**src/sv/spfq_pkg.sv**
```systemverilog
// ----------------------------------------------------------------------------
// spfq_pkg
// shared constants, types and helpers of the strict priority fifo queue
// ----------------------------------------------------------------------------
`default_nettype none

package spfq_pkg;

  localparam int LEVELS      = 10;
  localparam int LEVEL_DEPTH = 16;
  localparam int ID_BITS     = 16;
  localparam int PRIO_W      = 4;

  localparam int LVL_W   = $clog2(LEVELS);
  localparam int SLOT_W  = $clog2(LEVEL_DEPTH);
  localparam int COUNT_W = $clog2(LEVEL_DEPTH + 1);
  localparam int ENTRIES = LEVELS * LEVEL_DEPTH;
  localparam int ADDR_W  = $clog2(ENTRIES);
  localparam int DATA_W  = ((ID_BITS + PRIO_W + 7) / 8) * 8;
  localparam int PAD_W   = DATA_W - ID_BITS - PRIO_W;

  localparam logic [PRIO_W:0]    LEVELS_EXT = (PRIO_W + 1)'(LEVELS);
  localparam logic [SLOT_W-1:0]  SLOT_LAST  = SLOT_W'(LEVEL_DEPTH - 1);
  localparam logic [COUNT_W-1:0] COUNT_FULL = COUNT_W'(LEVEL_DEPTH);
  localparam logic [ADDR_W-1:0]  DEPTH_A    = ADDR_W'(LEVEL_DEPTH);

  localparam logic MODE_ADD   = 1'b0;
  localparam logic MODE_SERVE = 1'b1;

  localparam logic STATUS_SERVED  = 1'b0;
  localparam logic STATUS_DROPPED = 1'b1;

  typedef struct packed {
    logic latch;
    logic exec;
    logic load;
  } spfq_cmd_t;

  typedef struct packed {
    logic serve;
    logic prio_ok;
    logic full;
    logic any_ready;
    logic out_busy;
  } spfq_sts_t;

  function automatic logic [ADDR_W-1:0] addr_of(input logic [LVL_W-1:0] lv,
                                                input logic [SLOT_W-1:0] slot);
    logic [ADDR_W-1:0] a;
    a = ADDR_W'(lv) * DEPTH_A + ADDR_W'(slot);
    return a;
  endfunction

  function automatic logic [SLOT_W-1:0] next_slot(input logic [SLOT_W-1:0] p);
    logic [SLOT_W-1:0] n;
    n = (p == SLOT_LAST) ? '0 : p + SLOT_W'(1);
    return n;
  endfunction

endpackage

`default_nettype wire

```
**src/sv/spfq_ram.sv**
```systemverilog
// ----------------------------------------------------------------------------
// spfq_ram
// generic single write port ram with registered read
// ----------------------------------------------------------------------------
`default_nettype none

module spfq_ram #(
  parameter int WIDTH = 16,
  parameter int DEPTH = 160
) (
  input  wire logic                     clk,
  input  wire logic                     we,
  input  wire logic [$clog2(DEPTH)-1:0] waddr,
  input  wire logic [WIDTH-1:0]         wdata,
  input  wire logic                     re,
  input  wire logic [$clog2(DEPTH)-1:0] raddr,
  output logic      [WIDTH-1:0]         rdata
);

  logic [WIDTH-1:0] mem [DEPTH];

  always_ff @(posedge clk) begin
    if (we) begin
      mem[waddr] <= wdata;
    end
    if (re) begin
      rdata <= mem[raddr];
    end
  end

endmodule

`default_nettype wire

```
**src/sv/spfq_ctrl.sv**
```systemverilog
// ----------------------------------------------------------------------------
// spfq_ctrl
// sequencer: accept, execute, read out, hand result to the output register
// ----------------------------------------------------------------------------
`default_nettype none

module spfq_ctrl (
  input  wire logic              clk,
  input  wire logic              rst,
  input  wire logic              in_valid,
  output logic                   in_ready,
  input  wire spfq_pkg::spfq_sts_t sts,
  output spfq_pkg::spfq_cmd_t    cmd
);

  typedef enum logic [1:0] {
    ST_IDLE,
    ST_EXEC,
    ST_READ,
    ST_HOLD
  } state_t;

  state_t state;
  state_t state_next;

  assign in_ready = (state == ST_IDLE);

  always_comb begin
    state_next = state;
    cmd        = '0;
    case (state)
      ST_IDLE: begin
        if (in_valid) begin
          cmd.latch  = 1'b1;
          state_next = ST_EXEC;
        end
      end
      ST_EXEC: begin
        cmd.exec = 1'b1;
        if (sts.serve) begin
          state_next = sts.any_ready ? ST_READ : ST_IDLE;
        end else if (sts.prio_ok && sts.full) begin
          if (sts.out_busy) begin
            state_next = ST_HOLD;
          end else begin
            cmd.load   = 1'b1;
            state_next = ST_IDLE;
          end
        end else begin
          state_next = ST_IDLE;
        end
      end
      ST_READ, ST_HOLD: begin
        if (!sts.out_busy) begin
          cmd.load   = 1'b1;
          state_next = ST_IDLE;
        end else begin
          state_next = ST_HOLD;
        end
      end
      default: begin
        state_next = ST_IDLE;
      end
    endcase
  end

  always_ff @(posedge clk) begin
    if (rst) begin
      state <= ST_IDLE;
    end else begin
      state <= state_next;
    end
  end

endmodule

`default_nettype wire

```
**src/sv/spfq_datapath.sv**
```systemverilog
// ----------------------------------------------------------------------------
// spfq_datapath
// per-level pointers and counts, entry ram, level pick and output register
// ----------------------------------------------------------------------------
`default_nettype none

module spfq_datapath (
  input  wire logic                            clk,
  input  wire logic                            rst,
  input  wire spfq_pkg::spfq_cmd_t             cmd,
  output spfq_pkg::spfq_sts_t                  sts,
  input  wire logic                            in_mode,
  input  wire logic [spfq_pkg::ID_BITS-1:0]    in_id,
  input  wire logic [spfq_pkg::PRIO_W-1:0]     in_prio,
  output logic                                 out_valid,
  input  wire logic                            out_ready,
  output logic                                 out_status,
  output logic      [spfq_pkg::ID_BITS-1:0]    out_id,
  output logic      [spfq_pkg::PRIO_W-1:0]     out_prio
);

  logic                             mode_q;
  logic [spfq_pkg::ID_BITS-1:0]     id_q;
  logic [spfq_pkg::PRIO_W-1:0]      prio_q;
  logic [spfq_pkg::LVL_W-1:0]       srv_lv_q;

  logic [spfq_pkg::SLOT_W-1:0]      head  [spfq_pkg::LEVELS];
  logic [spfq_pkg::SLOT_W-1:0]      tail  [spfq_pkg::LEVELS];
  logic [spfq_pkg::COUNT_W-1:0]     count [spfq_pkg::LEVELS];

  logic                             prio_ok;
  logic [spfq_pkg::LVL_W-1:0]       add_lv;
  logic [spfq_pkg::LVL_W-1:0]       srv_lv;
  logic                             any_ready;
  logic                             full;
  logic                             do_add;
  logic                             do_serve;
  logic [spfq_pkg::ID_BITS-1:0]     ram_rdata;
  logic [spfq_pkg::PRIO_W-1:0]      prio_sub;

  assign prio_ok  = (prio_q != '0) && ({1'b0, prio_q} <= spfq_pkg::LEVELS_EXT);

  assign prio_sub = prio_q - spfq_pkg::PRIO_W'(1);
  assign add_lv   = prio_ok ? spfq_pkg::LVL_W'(prio_sub) : '0;
  assign full     = (count[add_lv] == spfq_pkg::COUNT_FULL);

  // lowest non-empty level wins
  always_comb begin
    srv_lv    = '0;
    any_ready = 1'b0;
    for (int i = spfq_pkg::LEVELS - 1; i >= 0; i--) begin
      if (count[i] != '0) begin
        srv_lv    = spfq_pkg::LVL_W'(i);
        any_ready = 1'b1;
      end
    end
  end

  assign do_add   = cmd.exec && (mode_q == spfq_pkg::MODE_ADD) && prio_ok && !full;
  assign do_serve = cmd.exec && (mode_q == spfq_pkg::MODE_SERVE) && any_ready;

  assign sts.serve     = (mode_q == spfq_pkg::MODE_SERVE);
  assign sts.prio_ok   = prio_ok;
  assign sts.full      = full;
  assign sts.any_ready = any_ready;
  assign sts.out_busy  = out_valid && !out_ready;

  spfq_ram #(
    .WIDTH (spfq_pkg::ID_BITS),
    .DEPTH (spfq_pkg::ENTRIES)
  ) u_ram (
    .clk   (clk),
    .we    (do_add),
    .waddr (spfq_pkg::addr_of(add_lv, tail[add_lv])),
    .wdata (id_q),
    .re    (do_serve),
    .raddr (spfq_pkg::addr_of(srv_lv, head[srv_lv])),
    .rdata (ram_rdata)
  );

  always_ff @(posedge clk) begin
    if (cmd.latch) begin
      mode_q <= in_mode;
      id_q   <= in_id;
      prio_q <= in_prio;
    end
    if (do_serve) begin
      srv_lv_q <= srv_lv;
    end
    if (cmd.load) begin
      if (mode_q == spfq_pkg::MODE_ADD) begin
        out_status <= spfq_pkg::STATUS_DROPPED;
        out_id     <= id_q;
        out_prio   <= prio_q;
      end else begin
        out_status <= spfq_pkg::STATUS_SERVED;
        out_id     <= ram_rdata;
        out_prio   <= spfq_pkg::PRIO_W'(srv_lv_q) + spfq_pkg::PRIO_W'(1);
      end
    end
  end

  always_ff @(posedge clk) begin
    if (rst) begin
      out_valid <= 1'b0;
      for (int i = 0; i < spfq_pkg::LEVELS; i++) begin
        head[i]  <= '0;
        tail[i]  <= '0;
        count[i] <= '0;
      end
    end else begin
      if (cmd.load) begin
        out_valid <= 1'b1;
      end else if (out_ready) begin
        out_valid <= 1'b0;
      end
      if (do_add) begin
        tail[add_lv]  <= spfq_pkg::next_slot(tail[add_lv]);
        count[add_lv] <= count[add_lv] + spfq_pkg::COUNT_W'(1);
      end
      if (do_serve) begin
        head[srv_lv]  <= spfq_pkg::next_slot(head[srv_lv]);
        count[srv_lv] <= count[srv_lv] - spfq_pkg::COUNT_W'(1);
      end
    end
  end

endmodule

`default_nettype wire

```
**src/sv/strict_priority_fifo_queue_core.sv**
```systemverilog
// ----------------------------------------------------------------------------
// strict_priority_fifo_queue_core
// multi-level request queue, strict priority across levels, fifo within one
//
//   channel  dir  tuser               tdata
//   s_*      in   mode (0 add)        request_id, priority_req
//   m_*      out  status (1 dropped)  served_id, served_priority
//
// an add runs accept and execute, a serve with a result accept, execute and ram
// read, a serve on an empty queue accept and execute; the registered ram read adds
// the read state; a dropped add is loaded into the output register from execute,
// a served id from the read state; either waits in hold while that register is busy
// a result waits in the output register while the next item is accepted;
// a second result stalls the sequencer until m_tready frees that register
// reset clears pointers and counts; entry contents need no clearing
// ----------------------------------------------------------------------------
`default_nettype none

module strict_priority_fifo_queue_core (
  input  wire logic                          clk,
  input  wire logic                          rst,
  input  wire logic                          s_tvalid,
  output logic                               s_tready,
  input  wire logic [spfq_pkg::DATA_W-1:0]   s_tdata,  // request_id, priority_req, pad
  input  wire logic                          s_tuser,  // mode
  output logic                               m_tvalid,
  input  wire logic                          m_tready,
  output logic      [spfq_pkg::DATA_W-1:0]   m_tdata,  // served_id, served_priority, pad
  output logic                               m_tuser   // status
);

  spfq_pkg::spfq_cmd_t cmd;
  spfq_pkg::spfq_sts_t sts;

  logic [spfq_pkg::ID_BITS-1:0] out_id;
  logic [spfq_pkg::PRIO_W-1:0]  out_prio;

  spfq_ctrl u_ctrl (
    .clk      (clk),
    .rst      (rst),
    .in_valid (s_tvalid),
    .in_ready (s_tready),
    .sts      (sts),
    .cmd      (cmd)
  );

  spfq_datapath u_datapath (
    .clk        (clk),
    .rst        (rst),
    .cmd        (cmd),
    .sts        (sts),
    .in_mode    (s_tuser),
    .in_id      (s_tdata[spfq_pkg::ID_BITS-1:0]),
    .in_prio    (s_tdata[spfq_pkg::ID_BITS +: spfq_pkg::PRIO_W]),
    .out_valid  (m_tvalid),
    .out_ready  (m_tready),
    .out_status (m_tuser),
    .out_id     (out_id),
    .out_prio   (out_prio)
  );

  assign m_tdata = {{spfq_pkg::PAD_W{1'b0}}, out_prio, out_id};

endmodule

`default_nettype wire

```
**config.mk**
```make
export PLATFORM = sky130hd
export DESIGN_NAME = strict_priority_fifo_queue_core
export DESIGN_NICKNAME = d
export VERILOG_FILES = /design/src/sv/spfq_pkg.sv /design/src/sv/spfq_ram.sv /design/src/sv/spfq_ctrl.sv /design/src/sv/spfq_datapath.sv /design/src/sv/strict_priority_fifo_queue_core.sv
export SDC_FILE = /design/constraint.sdc
export NUM_CORES = 2
export LEC_CHECK = 0
export BUFFER_PORTS_ARGS = -buffer_cell sky130_fd_sc_hd__buf_2
export CORE_MARGIN = 2
export CORE_UTILIZATION = 63
export DETAILED_ROUTE_END_ITERATION = 10
export PLACE_DENSITY_LB_ADDON = 0.3
export SLEW_MARGIN = 30
export SYNTH_ARGS = -nofsm -noshare
export SYNTH_HDL_FRONTEND = slang
export SYNTH_HIERARCHICAL = 1
export SYNTH_SLANG_ARGS = --single-unit
```
**constraint.sdc**
```tcl
create_clock -name clk -period 6.18 [get_ports clk]
set_input_delay 0.309 -clock clk [delete_from_list [all_inputs] [get_ports clk]]
set_output_delay 0.309 -clock clk [all_outputs]
set_load 0.05 [all_outputs]
```
Word-level counts from Yosys, hierarchy flattened
Memories as Yosys holds them, arrays and structs flattened. A register that Yosys moved wholly into a read port is not among the register bits. Index checks and enable logic that the tools add are counted.

Bits in registers: 49. Latch bits: 0. Memory bits (writable): 2690. Bits in read-only memories: 0. Input bits: 29. Logic and storage cells: 120. Memories: 4.

Add/subtract/negate cells: 8. Multipliers: 0. Divide/modulo/power cells: 0. Magnitude comparators: 1. Eq/ne operators: 7. Shift-type cells: 0. Multiplexer cells: 62. Bitwise gates (word level): 1. Reduce and logical (&&, ||, !) cells: 28.

Memories: u_datapath.u_ram.mem (words 160, bits a word 16, rd ports 1, clocked after memory_dff 1, write ports 1, line spfq_ram.sv:20) `logic [WIDTH-1:0] mem [DEPTH];`; u_datapath.count (words 10, bits a word 5, rd ports 12, clocked after memory_dff 0, write ports 10, line spfq_datapath.sv:29) `logic [spfq_pkg::COUNT_W-1:0] count [spfq_pkg::LEVELS];`; u_datapath.head (words 10, bits a word 4, rd ports 1, clocked after memory_dff 0, write ports 10, line spfq_datapath.sv:27) `logic [spfq_pkg::SLOT_W-1:0] head [spfq_pkg::LEVELS];`; u_datapath.tail (words 10, bits a word 4, rd ports 1, clocked after memory_dff 0, write ports 10, line spfq_datapath.sv:28) `logic [spfq_pkg::SLOT_W-1:0] tail [spfq_pkg::LEVELS];`.

Operators with widths (number): 4-bit two-way mux (20); 5-bit nonzero test (10); 1-bit two-way mux (32); 8-bit by 4-bit adder with 8-bit output (2); 16-bit two-way mux (1); 4-bit by 1-bit adder with 4-bit output, second input constant (3); 2-bit two-way mux (5); 5-bit two-way mux (2); 5-bit OR reduction (2); 4-bit equality test, second input constant (2); 1-bit logical AND (8); 4-bit OR reduction (2); 2-bit case mux with 3 select lines (1); 5-bit by 1-bit adder with 5-bit output, second input constant (1); 5-bit equality test, second input constant (1); 5-bit by 1-bit subtractor with 5-bit output, second input constant (1); 2-bit equality test, second input constant (2); 4-bit less-or-equal comparator, second input constant (1); 4-bit nonzero test (1); 4-bit by 1-bit subtractor with 4-bit output, second input constant (1); 2-bit by 1-bit equality test with 1-bit output, second input constant (1); 1-bit zero test (2); 2-bit zero test (1); 2-bit inequality test, second input constant (1); 4 further kinds (4).

Logic depth before layout (Yosys ltp)
An unclocked memory read counts as a cell.

Word-level depth: 18. Mapped depth: 24. Gate-level depth less buffers: 19.

Cells and area by module
Netlist, hierarchy kept.

Modules (own cells, without submodules): spfq_ram (times used 1, cells an instance 4422, area an instance 99163.9 um^2); spfq_datapath (times used 1, cells an instance 1010, area an instance 11578.6 um^2); spfq_ctrl (times used 1, cells an instance 13, area an instance 108.9 um^2); strict_priority_fifo_queue_core (times used 1, cells an instance 5, area an instance 33.8 um^2).

Worst setup path before layout
No wires, ideal clock.

Kind: register to register. Start: register u_datapath/prio_q[0] in the netlist's numbering. End: memory u_datapath.u_ram.mem[122][0], enable pin. Arrival time: 4.937 ns. Data required time: 5.792 ns. Setup slack: 0.855 ns. Cell stages (with the launch flop): 20. Path buffers: 6. Clock period less this slack: 5.325 ns. Cell sequence: edfxtp_1 -> buf_2 -> clkinv_1 -> clkbuf_1 -> ha_1 -> nand2b_1 -> a21o_1 -> nand2_1 -> buf_2 -> buf_2 -> o21ai_0 -> mux2_2 -> o311ai_0 -> inv_1 -> ha_1 -> a41oi_2 -> clkbuf_1 -> clkbuf_1 -> nand3_1 -> nor2_1.

Longest elaborated chain between the ends: 9. Elaborated cells on any way between the ends: 14. Those cells by class: add/sub (2); order compare (1); eq/ne (1); mux (3); reduce/logical (5); memory (2).

RTL lines: start, declared (line spfq_datapath.sv:24) `logic [spfq_pkg::PRIO_W-1:0] prio_q;`; start signal, assigned (line spfq_datapath.sv:85) `prio_q <= in_prio;`; 4-bit less-or-equal comparator / 4-bit nonzero test (equally long branches) (line spfq_datapath.sv:41) `assign prio_ok = (prio_q != '0) && ({1'b0, prio_q} <= spfq_pkg::LEVELS_EXT);`; 1-bit logical AND (line spfq_datapath.sv:41); 4-bit two-way mux (line spfq_datapath.sv:44) `assign add_lv = prio_ok ? spfq_pkg::LVL_W'(prio_sub) : '0;`; memory read 10 x 5 bit; 5-bit equality test (line spfq_datapath.sv:45) `assign full = (count[add_lv] == spfq_pkg::COUNT_FULL);`; 1-bit zero test (line spfq_datapath.sv:59) `assign do_add = cmd.exec && (mode_q == spfq_pkg::MODE_ADD) && prio_ok && !full;`; 1-bit logical AND * (line spfq_datapath.sv:59); named net u_datapath.do_add (line spfq_datapath.sv:36) `logic do_add;`; 1-bit two-way mux * (line spfq_ram.sv:23) `if (we) begin`; 1-bit two-way mux (implied by the code) * (line spfq_ram.sv:24) `mem[waddr] <= wdata;`; end, declared (line spfq_ram.sv:20).

Mark *: on every way through the listed nets, which the timed path passes. The rest lies on a longest branch.

==> run summary <==
STA
* Total Negative Setup Slacks: -0.0217 ns
* minimum setup slack in the final design: -0.00898 ns
* maximum achievable frequency: 0.162 GHz
* Period Utilization, post-route: 100%
* final clock skew: 0.0619 ns
* final-report hold violation count: 0
* count of final setup violators: 3
* RSZ-0062 raised after global routing: false
* pin slew with the least headroom to its limit: 1.09 ns
* worst rel slew slack: 27.3%
* Final Slew Violations: 0
* Min Clock Period, post-route: 6.19 ns

GRT
* first-pass GRT wire length: 428000 µm
* initial antenna violation count: 5
* largest net degree at the start of global routing: 162
* Global Route Usage Sum: 33.8%
* gr ovfl total: 0
* vias in the first global route: 59100

Final layout
* Post-Route Utilization: 71.8%
* Layout area overhead: 12.9%
* Layout Cell Area excl Fill: 125000 µm²
* Final nets: 5970
* count of filler cells inserted in the layout: 9712
* sequential standard cell area: 84300 µm²
* layout cell share with drive strength beyond 1: 26.3%
* area of combinational cells with multiple inputs: 24900 µm²

Setup path
* cell depth of the worst flop-to-flop path: 17
* WP data required: 6.76 ns
* element type at the critical path end: flip-flop
* classification of the worst setup path: reg -> reg
* CP Launch Type: flip-flop
* Arrival @ worst endpoint: 6.77 ns
* CP Max Fanout: 17

Outcome
* run status: complete, but fails checks
* violated checks: negative setup slack

Placed design
* total of buffers placed on input and output ports: 47
* final HPWL from detailed placement: 178000 µm
* Area after DPL: 116000 µm²
* routability cong.: 0.957

Synthesis
* Yosys warning count: 6
* Synth Area per Inst: 20.3 µm²
* summed instance area of the synthesized netlist: 111000 µm²
* count leader, synth: edfxtp_1
* synthesized flop and latch total: 2809
* most numerous cell types in the synthesized netlist: edfxtp_1 (2806), mux4_2 (640), nor2_1 (339)
* area leader, netlist: edfxtp_1
* ys async rst share: 0%
* most instantiated flip-flop cell in the synthesis netlist: edfxtp_1
* portion of synthesized cell area occupied by the leading cell type: 76.0%
* EDFF count, synth: 2806
* Syn Inst Count: 5450
* post-synthesis sequential area ratio: 76.0%
* top cells by area, synth: edfxtp_1 (76%), mux4_2 (13%), mux2i_1 (1.8%)
* number of different library cells in the post-synthesis netlist: 102

Power
* net switching power of the design: 8.67 mW
* share of power burned in combinational logic: 6.4%
* worst voltage drop across the vdd grid: 0.000308 V
* net switching share of the total power: 21.7%
* total power of the final layout: 39.9 mW
* clock share of power: 40.7%
* internal portion of total power: 31.2 mW
* Lkg Pwr: 39.8 nW
* Power Density: 319 nW/µm²
* fraction of power consumed by sequential logic: 52.9%

Run
* reported max-cap violation count: 0

Floorplan
* Top Ports: 56
* Die ar.: 179000 µm²
* std cell rows: 153
* core area: 174000 µm²
* die boundary height: 424 µm
* starting density of the core: 63.6%
* chip width: 424 µm

Clock tree
* CTS tree: done
* clock network latency to the later pin of the worst-skew pair: 0.95 ns
* number of clock sinks seen by CTS: 2809
* clock-pin slew on the worst setup and hold paths: 0.06 ns
* Bufs on Longest Clock Path: 4
* buffers inserted by post-CTS timing repair: 0
* clock root buffer: clkbuf_16
* CTS HTree Levels: 5
* Num CTS Buffers: 291

Route
* DR WL/cell: 35.5 µm
* post-route ant nets: 0
* post-detailed-route via-to-cell ratio: 7.10
* number of DRC violations after detailed routing: 0
* detailed-route wire length: 300000 µm
* total vias in the final route: 60000
* First DRT Iteration DRCs: 10000
* router iterations before antenna repair: 6

Hold path
* Worst Hold Depth: 2
* type of the most critical hold path: in -> reg

[critical path: stages, from the launching register on]
cell and delay [ns]:
edfxtp_1 0.36, clkinv_1 0.27, ha_1 0.32, nand2b_1 0.21
a2bb2oi_2 0.18, inv_2 0.12, nand2_1 0.32, buf_4 0.31
and3_1 0.23, a311oi_1 0.07, a311o_1 0.38, nand2_1 0.09
inv_1 0.31, nor2b_1 0.95, nand3_1 0.55, buf_4 0.37
nor2_1 0.45, buf_4 0.37
[metrics by stage]
step | worst slack, ns | std cells | hold slack, ns
after floorplan | 0.855 | 5453 | 0.371
after CTS | 0.0369 | 8449 | 0.0572
final | -0.00898 | 8452 | 0.102
after global routing | 0.0236 | 8450 | 0.0909
after detailed placement | 0.0647 | 7938 | 0.488
after global placement | 0.186 | 7936 | 0.485
[metal layers]
layer	vias up	GRT usage, %	share of wire [%]	routed length (µm)
met5	-	0	0.0050	15
met4	2	16.4	5.7	17000
met3	833	8.94	14	41300
met2	4802	51.2	46	139000
met1	30800	46.6	34	102000
li1	23500	-	-	-
[cell families after synthesis]
kind of cell	Yosys count	share of synthesized area (%)
AO/OA/AOI/OAI	478	3.11
adder cells (fa/ha/maj)	9	0.102
flip-flops	2809	76.0
AND/OR/NAND/NOR	921	3.80
XOR/XNOR	8	0.0700
other	1	0.00338
multiplexers	878	15.2
buffers and inverters	346	1.67
[cell type report]
| cell class | instances | area share [%] |
|---|---|---|
| Sequential cell | 2809 | 67.3 |
| Multi-Input combinational cell | 2298 | 19.9 |
| Clock buffer | 368 | 6.19 |
| Timing Repair Buffer | 492 | 3.45 |
| Tap cell | 2325 | 2.32 |
| Clock inverter | 117 | 0.654 |
| Inverter | 40 | 0.132 |
| Antenna cell | 3 | 0.00600 |
[power groups by stage]
stage          registers, mW  logic, mW  clock network, mW
2_1_floorplan           21.7       1.37                  0
3_3_place_gp            21.5       2.41                  0
3_5_place_dp            21.5       2.47                  0
4_1_cts                 21.1       2.51               16.4
5_1_grt                 21.1       2.65               17.0
6_report                21.1       2.57               16.2
[worst paths after layout]
| path | startpoint | to | slack [ns] |
|---|---|---|---|
| worst max-delay path | u_datapath/prio_q[0]$_DFFE_PP_ | u_datapath/u_ram/mem[38][9]$_DFFE_PP_ | -0.009 |
| worst min-delay path | s_tdata[12] | u_datapath/id_q[12]$_DFFE_PP_ | 0.10 |
| worst max register to register | u_datapath/prio_q[0]$_DFFE_PP_ | u_datapath/u_ram/mem[38][9]$_DFFE_PP_ | -0.009 |
| worst min register to register | u_datapath/u_ram/rdata[0]$_DFFE_PP_ | u_datapath/out_id[0]$_DFFE_PP_ | 0.56 |
[placed cells by master (no fill, tap or decap), types with 31 or more instances in the layout]
cell type,Yosys,layout
o22ai_1,52,51
a211oi_1,33,31
a21oi_1,72,72
nor3_1,39,39
clkinv_1,1,60
mux4_2,640,640
buf_2,82,47
clkinv_2,0,38
edfxtp_1,2806,2806
clkbuf_1,105,68
mux2_2,41,41
buf_4,68,358
a22oi_1,56,56
clkbuf_16,0,299
buf_12,0,51
nor2_1,339,297
mux2i_1,197,196
nand2_1,250,250
nand3_1,102,101
nor2_2,1,41
o21ai_0,53,52
nor2b_1,39,37
[state kept, by name, summed over array words and instances, names as in the netlist, 16 cells and up]
name and flops:
u_datapath/u_ram/mem 2560, u_datapath/count 80, u_datapath/tail 64, u_datapath/head 40, u_datapath/id_q 16, u_datapath/out_id 16, u_datapath/u_ram/rdata 16
[repair_timing]
item,in CTS,in global routing
gates resized for setup,0,6
hold endpoints to repair,28,0
endpoints found under the setup margin,0,16
hold buffers,26,0
(Power assumes the default switching activity.)
